`src/rtl/core/swtd_pkg.sv`:
```
// Shared types and constants for the sliding window tone detector.
// Used by every module under rtl/core except swtd_line; no dependencies.
package swtd_pkg;

    localparam int COEF_W     = 16;   // oscillator coefficient, Q1.15
    localparam int LEVEL_W    = 16;   // tone level result
    localparam int PHASE_W    = 32;
    localparam int CFG_DATA_W = 32;
    localparam int CFG_IDX_W  = 2;
    localparam int WIN_CFG_W  = 11;   // window_length register field
    localparam int FRAC_BITS  = 15;

    localparam int MIN_WINDOW   = 4;
    localparam int WINDOW_RESET = 176;

    localparam logic [LEVEL_W-1:0] LEVEL_MAX = 16'h8000;

    // 2*pi in Q30, and the Taylor series divisors (2n)(2n+1) for sine
    localparam longint unsigned TWO_PI_Q30   = 64'd6746518852;
    localparam int              TAYLOR_TERMS = 9;
    localparam longint unsigned TAYLOR_DIV [1:TAYLOR_TERMS] =
        '{64'd6, 64'd20, 64'd42, 64'd72, 64'd110, 64'd156, 64'd210, 64'd272, 64'd342};

    typedef enum logic [CFG_IDX_W-1:0] {
        REG_PHASE_STEP    = 2'd0,
        REG_WINDOW_LENGTH = 2'd1
    } cfg_reg_t;

    typedef enum logic [3:0] {
        SEQ_IDLE,
        SEQ_COS,
        SEQ_SIN,
        SEQ_MUL_SIN,
        SEQ_ACC,
        SEQ_SQ_RE,
        SEQ_SQ_IM,
        SEQ_SQ_SUM,
        SEQ_START,
        SEQ_WAIT,
        SEQ_OUT
    } seq_state_t;

    typedef enum logic [2:0] {
        SQD_IDLE,
        SQD_ROOT,
        SQD_SAT,
        SQD_DIV,
        SQD_DONE
    } sqd_state_t;

    typedef struct packed {
        logic clear;    // zero the phase
        logic advance;  // latch table index, step the phase
        logic sel_cos;  // read the cosine (quarter turn ahead) this cycle
    } osc_ctrl_t;

endpackage

```
`src/rtl/core/swtd_sqdiv.sv`:
```
// Iterative square root then divide by the window, one shared subtractor.
// Depends on swtd_pkg.
module swtd_sqdiv #(
    parameter int ROOT_W = 26,
    parameter int WIN_W  = 11
) (
    input  logic                               aclk,
    input  logic                               aresetn,
    input  logic                               start,
    input  logic [2*ROOT_W-1:0]                radicand,
    input  logic [WIN_W-1:0]                   window,
    output logic                               done,
    output logic [swtd_pkg::LEVEL_W-1:0]       level
);

    localparam int SQ_W     = 2 * ROOT_W;
    localparam int QUOT_W   = swtd_pkg::FRAC_BITS;
    localparam int SUB_W    = ROOT_W + 3;
    localparam int ITER_MAX = (ROOT_W > QUOT_W) ? ROOT_W : QUOT_W;
    localparam int CNT_W    = $clog2(ITER_MAX);

    swtd_pkg::sqd_state_t state_reg, state_next;
    logic [SQ_W-1:0]      rad_reg, rad_next;
    logic [SUB_W-1:0]     rem_reg, rem_next;
    logic [ROOT_W-1:0]    root_reg, root_next;
    logic [QUOT_W-1:0]    quot_reg, quot_next;
    logic [CNT_W-1:0]     cnt_reg, cnt_next;
    logic [swtd_pkg::LEVEL_W-1:0] level_reg, level_next;

    // shared subtract / compare
    logic [SUB_W-1:0] sub_a, sub_b;
    logic [SUB_W:0]   sub_diff;
    logic             sub_ok;

    assign sub_diff = {1'b0, sub_a} - {1'b0, sub_b};
    assign sub_ok   = !sub_diff[SUB_W];

    always_comb begin
        state_next = state_reg;
        rad_next   = rad_reg;
        rem_next   = rem_reg;
        root_next  = root_reg;
        quot_next  = quot_reg;
        cnt_next   = cnt_reg;
        level_next = level_reg;
        sub_a      = '0;
        sub_b      = '0;
        unique case (state_reg)
            swtd_pkg::SQD_IDLE: begin
                if (start) begin
                    rad_next   = radicand;
                    rem_next   = '0;
                    root_next  = '0;
                    cnt_next   = CNT_W'(ROOT_W - 1);
                    state_next = swtd_pkg::SQD_ROOT;
                end
            end
            swtd_pkg::SQD_ROOT: begin
                // one root bit per cycle: trial = 4*root + 1
                sub_a    = {rem_reg[SUB_W-3:0], rad_reg[SQ_W-1 -: 2]};
                sub_b    = SUB_W'({root_reg, 2'b01});
                rem_next = sub_ok ? sub_diff[SUB_W-1:0] : sub_a;
                root_next = {root_reg[ROOT_W-2:0], sub_ok};
                rad_next = {rad_reg[SQ_W-3:0], 2'b00};
                if (cnt_reg == '0) begin
                    state_next = swtd_pkg::SQD_SAT;
                end else begin
                    cnt_next = cnt_reg - CNT_W'(1);
                end
            end
            swtd_pkg::SQD_SAT: begin
                // quotient >= 2^15 exactly when root >> 15 >= window
                sub_a = SUB_W'(root_reg >> QUOT_W);
                sub_b = SUB_W'(window);
                if (sub_ok) begin
                    level_next = swtd_pkg::LEVEL_MAX;
                    state_next = swtd_pkg::SQD_DONE;
                end else begin
                    rem_next   = sub_a;
                    quot_next  = QUOT_W'(root_reg);
                    cnt_next   = CNT_W'(QUOT_W - 1);
                    state_next = swtd_pkg::SQD_DIV;
                end
            end
            swtd_pkg::SQD_DIV: begin
                // restoring divide, dividend bits shift out as quotient bits shift in
                sub_a     = {rem_reg[SUB_W-2:0], quot_reg[QUOT_W-1]};
                sub_b     = SUB_W'(window);
                rem_next  = sub_ok ? sub_diff[SUB_W-1:0] : sub_a;
                quot_next = {quot_reg[QUOT_W-2:0], sub_ok};
                if (cnt_reg == '0) begin
                    level_next = swtd_pkg::LEVEL_W'(quot_next);
                    state_next = swtd_pkg::SQD_DONE;
                end else begin
                    cnt_next = cnt_reg - CNT_W'(1);
                end
            end
            swtd_pkg::SQD_DONE: begin
                state_next = swtd_pkg::SQD_IDLE;
            end
            default: begin
                state_next = swtd_pkg::SQD_IDLE;
            end
        endcase
    end

    always_ff @(posedge aclk) begin
        if (!aresetn) begin
            state_reg <= swtd_pkg::SQD_IDLE;
            cnt_reg   <= '0;
        end else begin
            state_reg <= state_next;
            cnt_reg   <= cnt_next;
        end
    end

    always_ff @(posedge aclk) begin
        rad_reg   <= rad_next;
        rem_reg   <= rem_next;
        root_reg  <= root_next;
        quot_reg  <= quot_next;
        level_reg <= level_next;
    end

    assign done  = (state_reg == swtd_pkg::SQD_DONE);
    assign level = level_reg;

endmodule

```
`config.mk`:
```
export PLATFORM = sky130hd
export DESIGN_NAME = swtd_sqdiv
export DESIGN_NICKNAME = d
export VERILOG_FILES = /design/src/rtl/core/swtd_pkg.sv /design/src/rtl/core/swtd_sqdiv.sv
export SDC_FILE = /design/constraint.sdc
export NUM_CORES = 1
export LEC_CHECK = 0
export BUFFER_PORTS_ARGS = -buffer_cell sky130_fd_sc_hd__buf_4
export CAP_MARGIN = 20
export CORE_MARGIN = 10
export CORE_UTILIZATION = 54
export DETAILED_ROUTE_END_ITERATION = 10
export PLACE_DENSITY = 0.77
export SLEW_MARGIN = 10
export SYNTH_ARGS = -nofsm -noshare
export SYNTH_HDL_FRONTEND = slang
export SYNTH_SLANG_ARGS = --single-unit
```
`constraint.sdc`:
```
create_clock -name aclk -period 5.25 [get_ports aclk]
set_input_delay 1.05 -clock aclk [delete_from_list [all_inputs] [get_ports aclk]]
set_output_delay 1.05 -clock aclk [all_outputs]
set_load 0.005 [all_outputs]
```
Word-level counts from Yosys, hierarchy flattened
Index checks and enable logic that the tools add are counted.
Word-level totals
  memories kept: 0
  memory bits (read-only): 0
  logic and storage cells: 59
  register bits: 145
  bits in latches: 0
  bits of input ports: 66
  bits in writable memories: 0
Operators by class
  equal/unequal tests: 10
  muxes and demuxes: 25
  add/subtract/negate cells: 2
  multipliers: 0
  bitwise logic cells: 0
  order comparisons: 0
  reduce and logical (&&, ||, !) cells: 15
  divide/modulo/power cells: 0
  shift operators: 0
Operators with widths (number)
  $mux W28: 4
  $pmux W28 S4: 1
  $pmux W52 S2: 1
  $pmux W29 S3: 1
  $pmux W28 S2: 1
  $mux W52: 1
  $pmux W26 S2: 1
  $mux W16: 2
  $pmux W16 S2: 1
  $pmux W15 S2: 1
  $sub A29 B28 Y30: 1
  $mux W26: 1
  $mux W15: 1
  $mux W5: 3
  $pmux W5 S3: 1
  $mux W3: 4
  $ne A2 B2 Y1 const B: 6
  $pmux W3 S4: 1
  $reduce_and A3 Y1: 3
  $eq A3 B2 Y1 const B: 2
  $logic_not A5 Y1: 1
  $sub A5 B1 Y5 const B: 1
  $reduce_and A2 Y1: 2
  $reduce_and A4 Y1: 1
  other kinds (8): 10

Depth between registers and ports, before layout
Gate-level depths: netlist of run 1.
  depth in word-level cells: 7
  depth in mapped cells: 19
  depth with buffers taken out: 16

Worst setup path before layout of run 1
OpenSTA, ideal clock, no wires.
  path kind: register to register
  start point: reg state_reg[0]
  end point: reg rem_reg[0] (enable)
  cell stages (with the launch flop): 19
  path slack: -0.163 ns
  path buffers: 5
  clock period less this slack: 5.413 ns
  data arrival time: 4.990 ns
  required time: 4.828 ns
  cells stage by stage: dfxtp_1 -> clkbuf_1 -> clkbuf_1 -> mux2i_1 -> nor2_1 -> a21oi_1 -> nor2_1 -> ha_1 -> nor2b_1 -> o31a_1 -> o31a_4 -> a211oi_4 -> o31a_1 -> buf_6 -> o21a_4 -> buf_6 -> buf_2 -> nand2_1 -> a21oi_1
On the way
  longest elaborated chain between the ends: 6
  elaborated cells on any way between the ends: 12
  those cells by class: add/sub (1); eq/ne (5); mux (2); reduce/logical (4)
RTL lines
  start: declaration: RTL line swtd_sqdiv.sv:22  | swtd_pkg::sqd_state_t state_reg, state_next;
  start signal: assignment: RTL line swtd_sqdiv.sv:109  | state_reg <= swtd_pkg::SQD_IDLE;
  start signal: assignment: RTL line swtd_sqdiv.sv:112  | state_reg <= state_next;
  $eq A3 B2 Y1: RTL line swtd_sqdiv.sv:48  | unique case (state_reg)
  $reduce_or A2 Y1 (no line)
  $pmux W28 S2: RTL line swtd_sqdiv.sv:48
  $sub A29 B28 Y30: RTL line swtd_sqdiv.sv:35  | assign sub_diff = {1'b0, sub_a} - {1'b0, sub_b};
  $ne A2 B2 Y1 (no line)
  $reduce_and A3 Y1 (no line) (*)
  end signal: assignment: RTL line swtd_sqdiv.sv:119  | rem_reg <= rem_next;
  end: declaration: RTL line swtd_sqdiv.sv:24  | logic [SUB_W-1:0] rem_reg, rem_next;
Mark *: on every way between the ends. The rest lies on a longest branch, timed or not.
A chain may end at the register's enable or synchronous reset.

Final worst setup path of run 1
  start point: reg state_reg[1]
  end point: reg level_reg, in the netlist level[10] (enable)
On the way
  longest elaborated chain between the ends: 6
  elaborated cells on any way between the ends: 11
  those cells by class: add/sub (1); eq/ne (5); mux (2); reduce/logical (3)
RTL lines
  $eq A3 B2 Y1: RTL line swtd_sqdiv.sv:48
  $reduce_or A2 Y1 (no line)
  $pmux W28 S2: RTL line swtd_sqdiv.sv:48
  $sub A29 B28 Y30: RTL line swtd_sqdiv.sv:35
  $ne A2 B2 Y1 (no line)
  $reduce_and A3 Y1 (no line) (*)
  end signal: assignment: RTL line swtd_sqdiv.sv:122  | level_reg <= level_next;
  end: declaration: RTL line swtd_sqdiv.sv:28  | logic [swtd_pkg::LEVEL_W-1:0] level_reg, level_next;
Marked as above.

==> results of run 1 <==
==> worst min-delay path, stage by stage, from the launching register on <==
cell     delay, ns
dfxtp_1       0.33
nand2_1       0.06
mux2i_1       0.06
==> per-stage QoR <==
step           util (%)  hold WS, ns
3_5_place_dp      60.64       0.4866
4_1_cts           64.67       0.4959
6_report          64.67       0.4935
2_1_floorplan         -       0.4517
5_1_grt           64.67       0.5127
3_3_place_gp      60.64       0.4680
==> routing by layer <==
metal / vias to the layer above / routed length, um / track usage (%)
met2: 288 / 10060 / 32.11
li1: 3220 / - / -
met5: - / 0 / 0
met3: 36 / 1472 / 4.821
met1: 3216 / 9197 / 27.10
met4: 0 / 482 / 7.979
==> placed cells by master, fill, tap and decap left out, drive strengths merged, types with 3 or more instances in the layout <==
cell type / instances
a32o: 4
nor2b: 8
clkinv: 4
a221oi: 3
xnor2: 11
ha: 29
and2: 7
buf: 107
o31a: 4
a22o: 18
o22ai: 4
nand2: 194
a21o: 22
xor2: 9
nand2b: 5
mux2i: 21
o31ai: 11
o2bb2ai: 3
clkbuf: 25
o211ai: 8
o21a: 11
inv: 35
a2bb2oi: 6
and3: 48
a21oi: 54
nor2: 41
dfxtp: 8
a211oi: 7
edfxtp: 137
nor3: 7
nand4: 3
a31oi: 6
o21ai: 31
==> cell type report <==
cell class              instances  area (um2)
clock buffers                  25       515.5
clock inverters                 7       97.59
fillers                      1195        5370
inverters                      36       135.1
multi-input cells             608        3770
flip-flops and latches        145        4275
well taps                     188       235.2
repair buffers                107       803.3
==> worst paths after layout <==
| path | to | slack [ns] |
|---|---|---|
| max | level[10]$_SDFFCE_PP0P_ | 0.53 |
| min | cnt_reg[1]$_SDFFE_PN0P_ | 0.49 |
| max reg2reg | level[10]$_SDFFCE_PP0P_ | 0.53 |
| min reg2reg | cnt_reg[1]$_SDFFE_PN0P_ | 0.49 |
==> logic make-up after synthesis <==
group / synth area share [%]
flip-flops: 51.15
AO/OA/AOI/OAI: 18.28
XOR/XNOR: 2.096
buffers and inverters: 3.938
adder cells (fa/ha/maj): 4.582
AND/OR/NAND/NOR: 17.16
multiplexers: 2.785
==> impl_metrics.json, run 1 <==
{
  "status": "finished, final reports clean",
  "grt_pass1_wl_um": 33700,
  "avgSynthCellArea_um2": 10.02,
  "syn_nets": 930,
  "path_cells": "nor2_1 -> and2_2 -> a22o_1 -> ha_1 -> a2111o_1 -> a31oi_1 -> o31ai_1 -> nand2_1 -> o31a_1 -> o21a_4 -> o21ai_0 -> and2_1",
  "grt-ovfl-total": 0,
  "die-area_mm2": 0.02085,
  "ys_warn_count": 0,
  "path_class": "reg -> reg",
  "grt_max_degree": 56,
  "die_h_um": 144.4,
  "groute.usage.overall_pct": 20.55,
  "max_freq_mhz": 212.0,
  "crit_buf_inv": 0,
  "synth_common_cells": "194 x nand2_1, 137 x edfxtp_1, 54 x a21oi_1",
  "yosysSeqAreaShare_pct": 51.15,
  "fin_cells": 1116,
  "clock-sinks": 145,
  "place_ws_ns": 0.6948,
  "fin_crit_ns": 4.717,
  "synth_edf_count": 137,
  "ant_nets": 0,
  "rr_worst_depth": 12,
  "ys_seq_elements": 145,
  "cts_tree": "yes",
  "finalSetupTns_ns": 0,
  "cts_inserted_buffers": 17,
  "cp.arrival_ns": 4.78,
  "period_share_pct": 89.84,
  "rsz0062_at_grt": "false",
  "fin_area_mm2": 0.009832,
  "drv_cap": 0,
  "cts_hold_buffers": 0,
  "slew_headroom_pct": 51.42,
  "h-tree-depth": 4,
  "vias_per_cell": 6.057,
  "cp_max_fo": 27,
  "netlist-cell-type-count": 64,
  "postSynthCellCount": 834,
  "cts_setup_buffers": 0,
  "whs_path_depth": 2,
  "clock_skew_ns": 0.01048,
  "vias": 6760,
  "rows": 45,
  "cp.depth": 12,
  "yosysTopAreaCell": "edfxtp_1",
  "synthArstFlopShare_pct": 0,
  "start_kind": "flip-flop",
  "tightest_slew_ns": 0.7260,
  "drt-pass1-iter-count": 5,
  "drc": 0,
  "maxSlewViolCount": 0,
  "crit_family": "compound AO/OA/AOI/OAI gates",
  "ys_top_cells_by_area": "edfxtp_1 49%, nand2_1 8.7%, ha_1 4.3%, and3_1 3.6%, a21oi_1 3.2%",
  "largest_register_ffs": 52,
  "hold_path_class": "reg -> reg",
  "initial_utilization_pct": 54.96,
  "cp.required_ns": 5.31,
  "first_iter_violations": 702,
  "hold_violations": 0,
  "post_cts_resized": 0,
  "min_from": "cnt_reg[1]$_SDFFE_PN0P_",
  "area_growth_pct": 17.67,
  "diodes": 0,
  "synth.top_cell.area_share_pct": 49.24,
  "coreArea_mm2": 0.01520,
  "clock_latency_ns": 0.43,
  "r2r-start": "state_reg[1]$_SDFFE_PN0P_",
  "drive_gt1_share_pct": 16.59,
  "place_congestion": 0.9608,
  "clk_pin_slew_ns": 0.06,
  "syn_area_mm2": 0.008356,
  "antenna_found_initial": 0,
  "fin_nets": 1011,
  "place_inst": 1084,
  "dp_hpwl_um": 15180,
  "finalSetupViolCount": 0,
  "crit_path_end_kind": "flip-flop",
  "max_stage_delay_ns": 0.62,
  "grt_pass1_vias": 6582,
  "ioPinCount": 83,
  "cpMaxStageDelayCell": "o31ai_1",
  "postPlaceCellArea_mm2": 0.009219,
  "clock_path_buffers": 2,
  "setup_ws_ns": 0.5334,
  "wire_per_inst_um": 19.01,
  "io_buffers": 82,
  "cp-startpoint": "state_reg[1]$_SDFFE_PN0P_",
  "synthFlopType": "edfxtp_1",
  "dieWidth_um": 144.4,
  "cts_root_buf": "clkbuf_16",
  "drt_wl_total_um": 21220,
  "post-synth-top-count-cell": "nand2_1"
}
Power of run 1 is not shown: default switching activity piles up to over one toggle a cycle in this logic, so the estimate is an artifact.
==> run 2, diff against run 1 <==
==> constraint.sdc (replaced) <==
create_clock -name aclk -period 4.1 [get_ports aclk]
set_input_delay 0.82 -clock aclk [delete_from_list [all_inputs] [get_ports aclk]]
set_output_delay 0.82 -clock aclk [all_outputs]
set_load 0.005 [all_outputs]
==> run 2 against run 1 <==
Compared with the run above:
- worst setup slack got worse by 0.35 ns
- count of clock-buffer cells in the layout decreased by 8
- via count about the same
- routed wire length decreased by 0.47%
- maximum frequency increased by 20%
- clock skew decreased by 0.00054 ns
- final area increased by 1.7%
- critical endpoint is now rem_reg[26]$_DFFE_PP_
==> impl_metrics.json, run 2 (same netlist as run 1, synthesis figures left out) <==
{
  "status": "finished, final reports clean",
  "largest_register_ffs": 52,
  "grt_pass1_vias": 6599,
  "rsz0062_at_grt": "false",
  "area_growth_pct": 19.68,
  "h-tree-depth": 4,
  "cts_tree": "yes",
  "start_kind": "flip-flop",
  "max_freq_mhz": 255.5,
  "cp.arrival_ns": 4.10,
  "drv_cap": 0,
  "period_share_pct": 95.47,
  "first_iter_violations": 709,
  "dp_hpwl_um": 14760,
  "clock_latency_ns": 0.43,
  "cpMaxStageDelayCell": "ha_1",
  "path_class": "reg -> reg",
  "die-area_mm2": 0.02085,
  "grt-ovfl-total": 0,
  "vias": 6763,
  "cp_max_fo": 15,
  "grt_max_degree": 56,
  "final_common_cell": "nand2_1",
  "hold_violations": 0,
  "die_h_um": 144.4,
  "clock_path_buffers": 2,
  "slew_headroom_pct": 51.50,
  "place_congestion": 0.9664,
  "coreArea_mm2": 0.01520,
  "ant_nets": 0,
  "r2r-start": "state_reg[1]$_SDFFE_PN0P_",
  "initial_utilization_pct": 54.96,
  "cp.required_ns": 4.29,
  "rows": 45,
  "fin_nets": 1022,
  "cp-startpoint": "state_reg[1]$_SDFFE_PN0P_",
  "crit_path_end_kind": "flip-flop",
  "drive_gt1_share_pct": 18.55,
  "diodes": 0,
  "cts_inserted_buffers": 17,
  "drt-pass1-iter-count": 5,
  "ioPinCount": 83,
  "groute.usage.overall_pct": 19.91,
  "clock_skew_ns": 0.009947,
  "vias_per_cell": 6.006,
  "drc": 0,
  "tightest_slew_ns": 0.7249,
  "dieWidth_um": 144.4,
  "maxSlewViolCount": 0,
  "finalSetupTns_ns": 0,
  "hold_path_class": "reg -> reg",
  "path_cells": "buf_6 -> nor2_2 -> and2_2 -> buf_4 -> buf_4 -> a22o_1 -> ha_1 -> a211o_1 -> o311a_1 -> a21oi_1 -> a21oi_1 -> or3_1 -> a41o_1",
  "io_buffers": 82,
  "grt_pass1_wl_um": 32740,
  "fin_crit_ns": 3.914,
  "layout_common_cells": "193 x nand2_1, 137 x edfxtp_1, 112 x buf_4",
  "cts_hold_buffers": 0,
  "wire_per_inst_um": 18.75,
  "max_stage_delay_ns": 0.38,
  "finalSetupViolCount": 0,
  "cts_root_buf": "clkbuf_16",
  "min_from": "cnt_reg[1]$_SDFFE_PN0P_",
  "antenna_found_initial": 0,
  "clock-sinks": 145,
  "clk_pin_slew_ns": 0.06,
  "drt_wl_total_um": 21120
}
[run 2: per-layer routing]
layer  global-route usage (%)  routed length [um]  up-vias
met1                    25.66                9028     3224
li1                         -                   -     3231
met5                        0                   0        -
met4                    6.915                 442        0
met2                    31.41                9869      270
met3                    5.674                1779       38
[run 2: cell type report]
cell class | count | area [um2]
Sequential cell | 145 | 4275
Clock buffer | 17 | 425.4
Multi-Input combinational cell | 608 | 3811
Fill cell | 1207 | 5202
Clock inverter | 14 | 182.7
Tap cell | 188 | 235.2
Inverter | 36 | 135.1
Timing Repair Buffer | 118 | 934.6
[run 2: path summary, 6_finish.rpt]
path,depth (start not counted),to,slack [ns]
max,13,rem_reg[26]$_DFFE_PP_,0.19
min,2,cnt_reg[1]$_SDFFE_PN0P_,0.48
max reg2reg,13,rem_reg[26]$_DFFE_PP_,0.19
min reg2reg,2,cnt_reg[1]$_SDFFE_PN0P_,0.48
[run 2: stage by stage]
step | hold slack (ns) | instance area [um2] | std cells | worst slack (ns) | util, %
after floorplan | 0.4517 | 8414 | 834 | 0.002838 | -
after global placement | 0.4647 | 9334 | 1092 | 0.1254 | 61.40
after detailed placement | 0.4745 | 9334 | 1092 | 0.03184 | 61.40
after CTS | 0.4836 | 9942 | 1123 | 0.003500 | 65.40
after global routing | 0.5131 | 10000 | 1126 | 0.01123 | 65.78
final | 0.4806 | 10000 | 1126 | 0.1856 | 65.78
[run 2: repair_timing]
action	CTS	global route
setup endpoints to repair	0	77
setup buffers	0	3
resized for setup	0	10
[run 2: worst max-delay path, delay by kind of cell, from the launching register on]
family                     cells  cell delay (ns)
AOI/OAI and AO/OA              6             1.67
adders and majority gates      1             0.38
buffers and inverters          3             0.57
DFF                            1             0.37
and+or+nand+nor                3             0.69
Power of run 2 is left out for the same reason.
==> run 3, diff against run 2 <==
--- a/config.mk
+++ b/config.mk
@@ -10,7 +10,9 @@
 export CORE_MARGIN = 10
 export CORE_UTILIZATION = 54
 export DETAILED_ROUTE_END_ITERATION = 10
+export HOLD_SLACK_MARGIN = 0.03
 export PLACE_DENSITY = 0.77
+export RECOVER_POWER = 25
 export SLEW_MARGIN = 10
 export SYNTH_ARGS = -nofsm -noshare
 export SYNTH_HDL_FRONTEND = slang
==> run 3 against run 2 <==
Compared with the run above:
- the flow now finishes with violations (capacitance limit, slew limit)
- flip-flop and latch count is the same
- maximum frequency grew 0.32%
- count of clock-buffer cells in the layout is the same
- routed wire length shrank 0.18%
- cell count is the same
- clock skew is essentially flat
- final area shrank 0.36%
- non-clock buffer count is the same
- hold slack is essentially flat
- utilization shrank 0.24 points
- critical endpoint unchanged
- largest cell class unchanged
==> impl_metrics.json, run 3 (same netlist as run 1, synthesis figures left out) <==
{
  "area_growth_pct": 19.24,
  "clock_path_buffers": 2,
  "start_kind": "flip-flop",
  "grt_max_degree": 56,
  "drt_wl_total_um": 21080,
  "slew_headroom_pct": -16.10,
  "crit_path_end_kind": "flip-flop",
  "whs_path_depth": 2,
  "hold-path-endpoint": "cnt_reg[1]$_SDFFE_PN0P_",
  "grtUsageMet3_pct": 5.674,
  "crit_buf_inv": 3,
  "finalSetupTns_ns": 0,
  "finalSetupViolCount": 0,
  "io_buffers": 82,
  "rows": 45,
  "hold_path_class": "reg -> reg",
  "wire_per_inst_um": 18.72,
  "rsz0062_at_grt": "false",
  "clock_latency_ns": 0.43,
  "cts_tree": "yes",
  "fin_crit_ns": 3.902,
  "drive_gt1_share_pct": 17.59,
  "use_met1_pct": 25.66,
  "largest_register_ffs": 52,
  "path_class": "reg -> reg",
  "initial_utilization_pct": 54.96,
  "die-area_mm2": 0.02085,
  "groute.usage.overall_pct": 19.91,
  "r2r_slack_ns": 0.20,
  "hold_violations": 0,
  "clock-sinks": 145,
  "cts_hold_buffers": 0,
  "cp_max_fo": 15,
  "place_inst": 1092,
  "dp_hpwl_um": 14760,
  "ioPinCount": 83,
  "grt-ovfl-total": 0,
  "h-tree-depth": 4,
  "rr_worst_depth": 13,
  "drv_cap": 1,
  "vias_per_cell": 6.021,
  "cp.required_ns": 4.29,
  "grt_util_met2_pct": 31.41,
  "max_stage_delay_ns": 0.38,
  "first_iter_violations": 630,
  "utilization_pct": 65.54,
  "grt-busiest-layer": "met2",
  "min_from": "cnt_reg[1]$_SDFFE_PN0P_",
  "cts_root_buf": "clkbuf_16",
  "crit_family": "compound AO/OA/AOI/OAI gates",
  "clk_pin_slew_ns": 0.06,
  "status": "complete, but fails checks",
  "period_share_pct": 95.16,
  "coreArea_mm2": 0.01520,
  "fin_nets": 1022,
  "dieWidth_um": 144.4,
  "cp.arrival_ns": 4.09,
  "drt-pass1-iter-count": 5,
  "max_freq_mhz": 256.3,
  "grt_pass1_vias": 6599,
  "antenna_found_initial": 0,
  "clock_skew_ns": 0.009710,
  "final_common_cell": "nand2_1",
  "cpMaxStageDelayCell": "ha_1",
  "cts_inserted_buffers": 17,
  "place_ws_ns": 0.03184,
  "maxSlewViolCount": 40,
  "layout_common_cells": "194 x nand2_1, 137 x edfxtp_1, 93 x buf_4",
  "place_congestion": 0.9664,
  "r2r-start": "state_reg[1]$_SDFFE_PN0P_",
  "tightest_slew_ns": 1.742,
  "fin_cells": 1126,
  "setup_ws_ns": 0.1983,
  "vias": 6780,
  "failed_checks": "capacitance limit, slew limit",
  "die_h_um": 144.4,
  "ant_nets": 0,
  "grt_pass1_wl_um": 32740,
  "path_cells": "buf_6 -> nor2_2 -> and2_2 -> buf_4 -> buf_4 -> a22o_1 -> ha_1 -> a211o_1 -> o311a_1 -> a21oi_1 -> a21oi_1 -> or3_1 -> a41o_1",
  "diodes": 0,
  "reg2reg_to": "rem_reg[26]$_DFFE_PP_",
  "drc": 0
}
==> run 3: tightest hold or removal path, stage by stage (launching register included) <==
cell	delay [ns]
dfxtp_1	0.33
nand2_1	0.06
mux2i_1	0.05
==> run 3: worst max path at each step <==
stage / start / endpoint / slack, ns / depth (start not counted)
2_1_floorplan: state_reg[0]$_SDFFE_PN0P_ / rem_reg[0]$_DFFE_PP_ / 0.003 / 18
3_3_place_gp: state_reg[0]$_SDFFE_PN0P_ / rem_reg[27]$_DFFE_PP_ / 0.13 / 15
3_5_place_dp: state_reg[0]$_SDFFE_PN0P_ / rem_reg[24]$_DFFE_PP_ / 0.03 / 15
4_1_cts: state_reg[0]$_SDFFE_PN0P_ / rem_reg[24]$_DFFE_PP_ / 0.004 / 15
5_1_grt: state_reg[1]$_SDFFE_PN0P_ / rem_reg[27]$_DFFE_PP_ / 0.02 / 15
6_report: state_reg[1]$_SDFFE_PN0P_ / rem_reg[26]$_DFFE_PP_ / 0.20 / 13
==> run 3: layout make-up <==
class                   instances  area (um2)
fillers                      1213        5239
flip-flops and latches        145        4275
multi-input cells             608        3801
repair buffers                118       908.4
clock buffers                  17       425.4
well taps                     188       235.2
clock inverters                14       182.7
inverters                      36       135.1
==> run 3: timing repair <==
action	4_1_cts	5_1_grt
setup buffers	0	3
endpoints found under the setup margin	0	77
resized for setup	0	10
==> run 3: through the flow <==
| step | hold slack (ns) | area, um2 |
|---|---|---|
| finish | 0.4810 | 9963 |
| global route | 0.5131 | 9963 |
| CTS | 0.4836 | 9942 |
| detailed placement | 0.4745 | 9334 |
| global placement | 0.4647 | 9334 |
| floorplan | 0.4517 | 8414 |
==> run 3: per-layer routing <==
layer	share of wire, %	vias up
met2	47	257
met5	0	-
met4	2.2	0
li1	-	3228
met3	7.9	42
met1	43	3253
Power of run 3 is left out for the same reason.
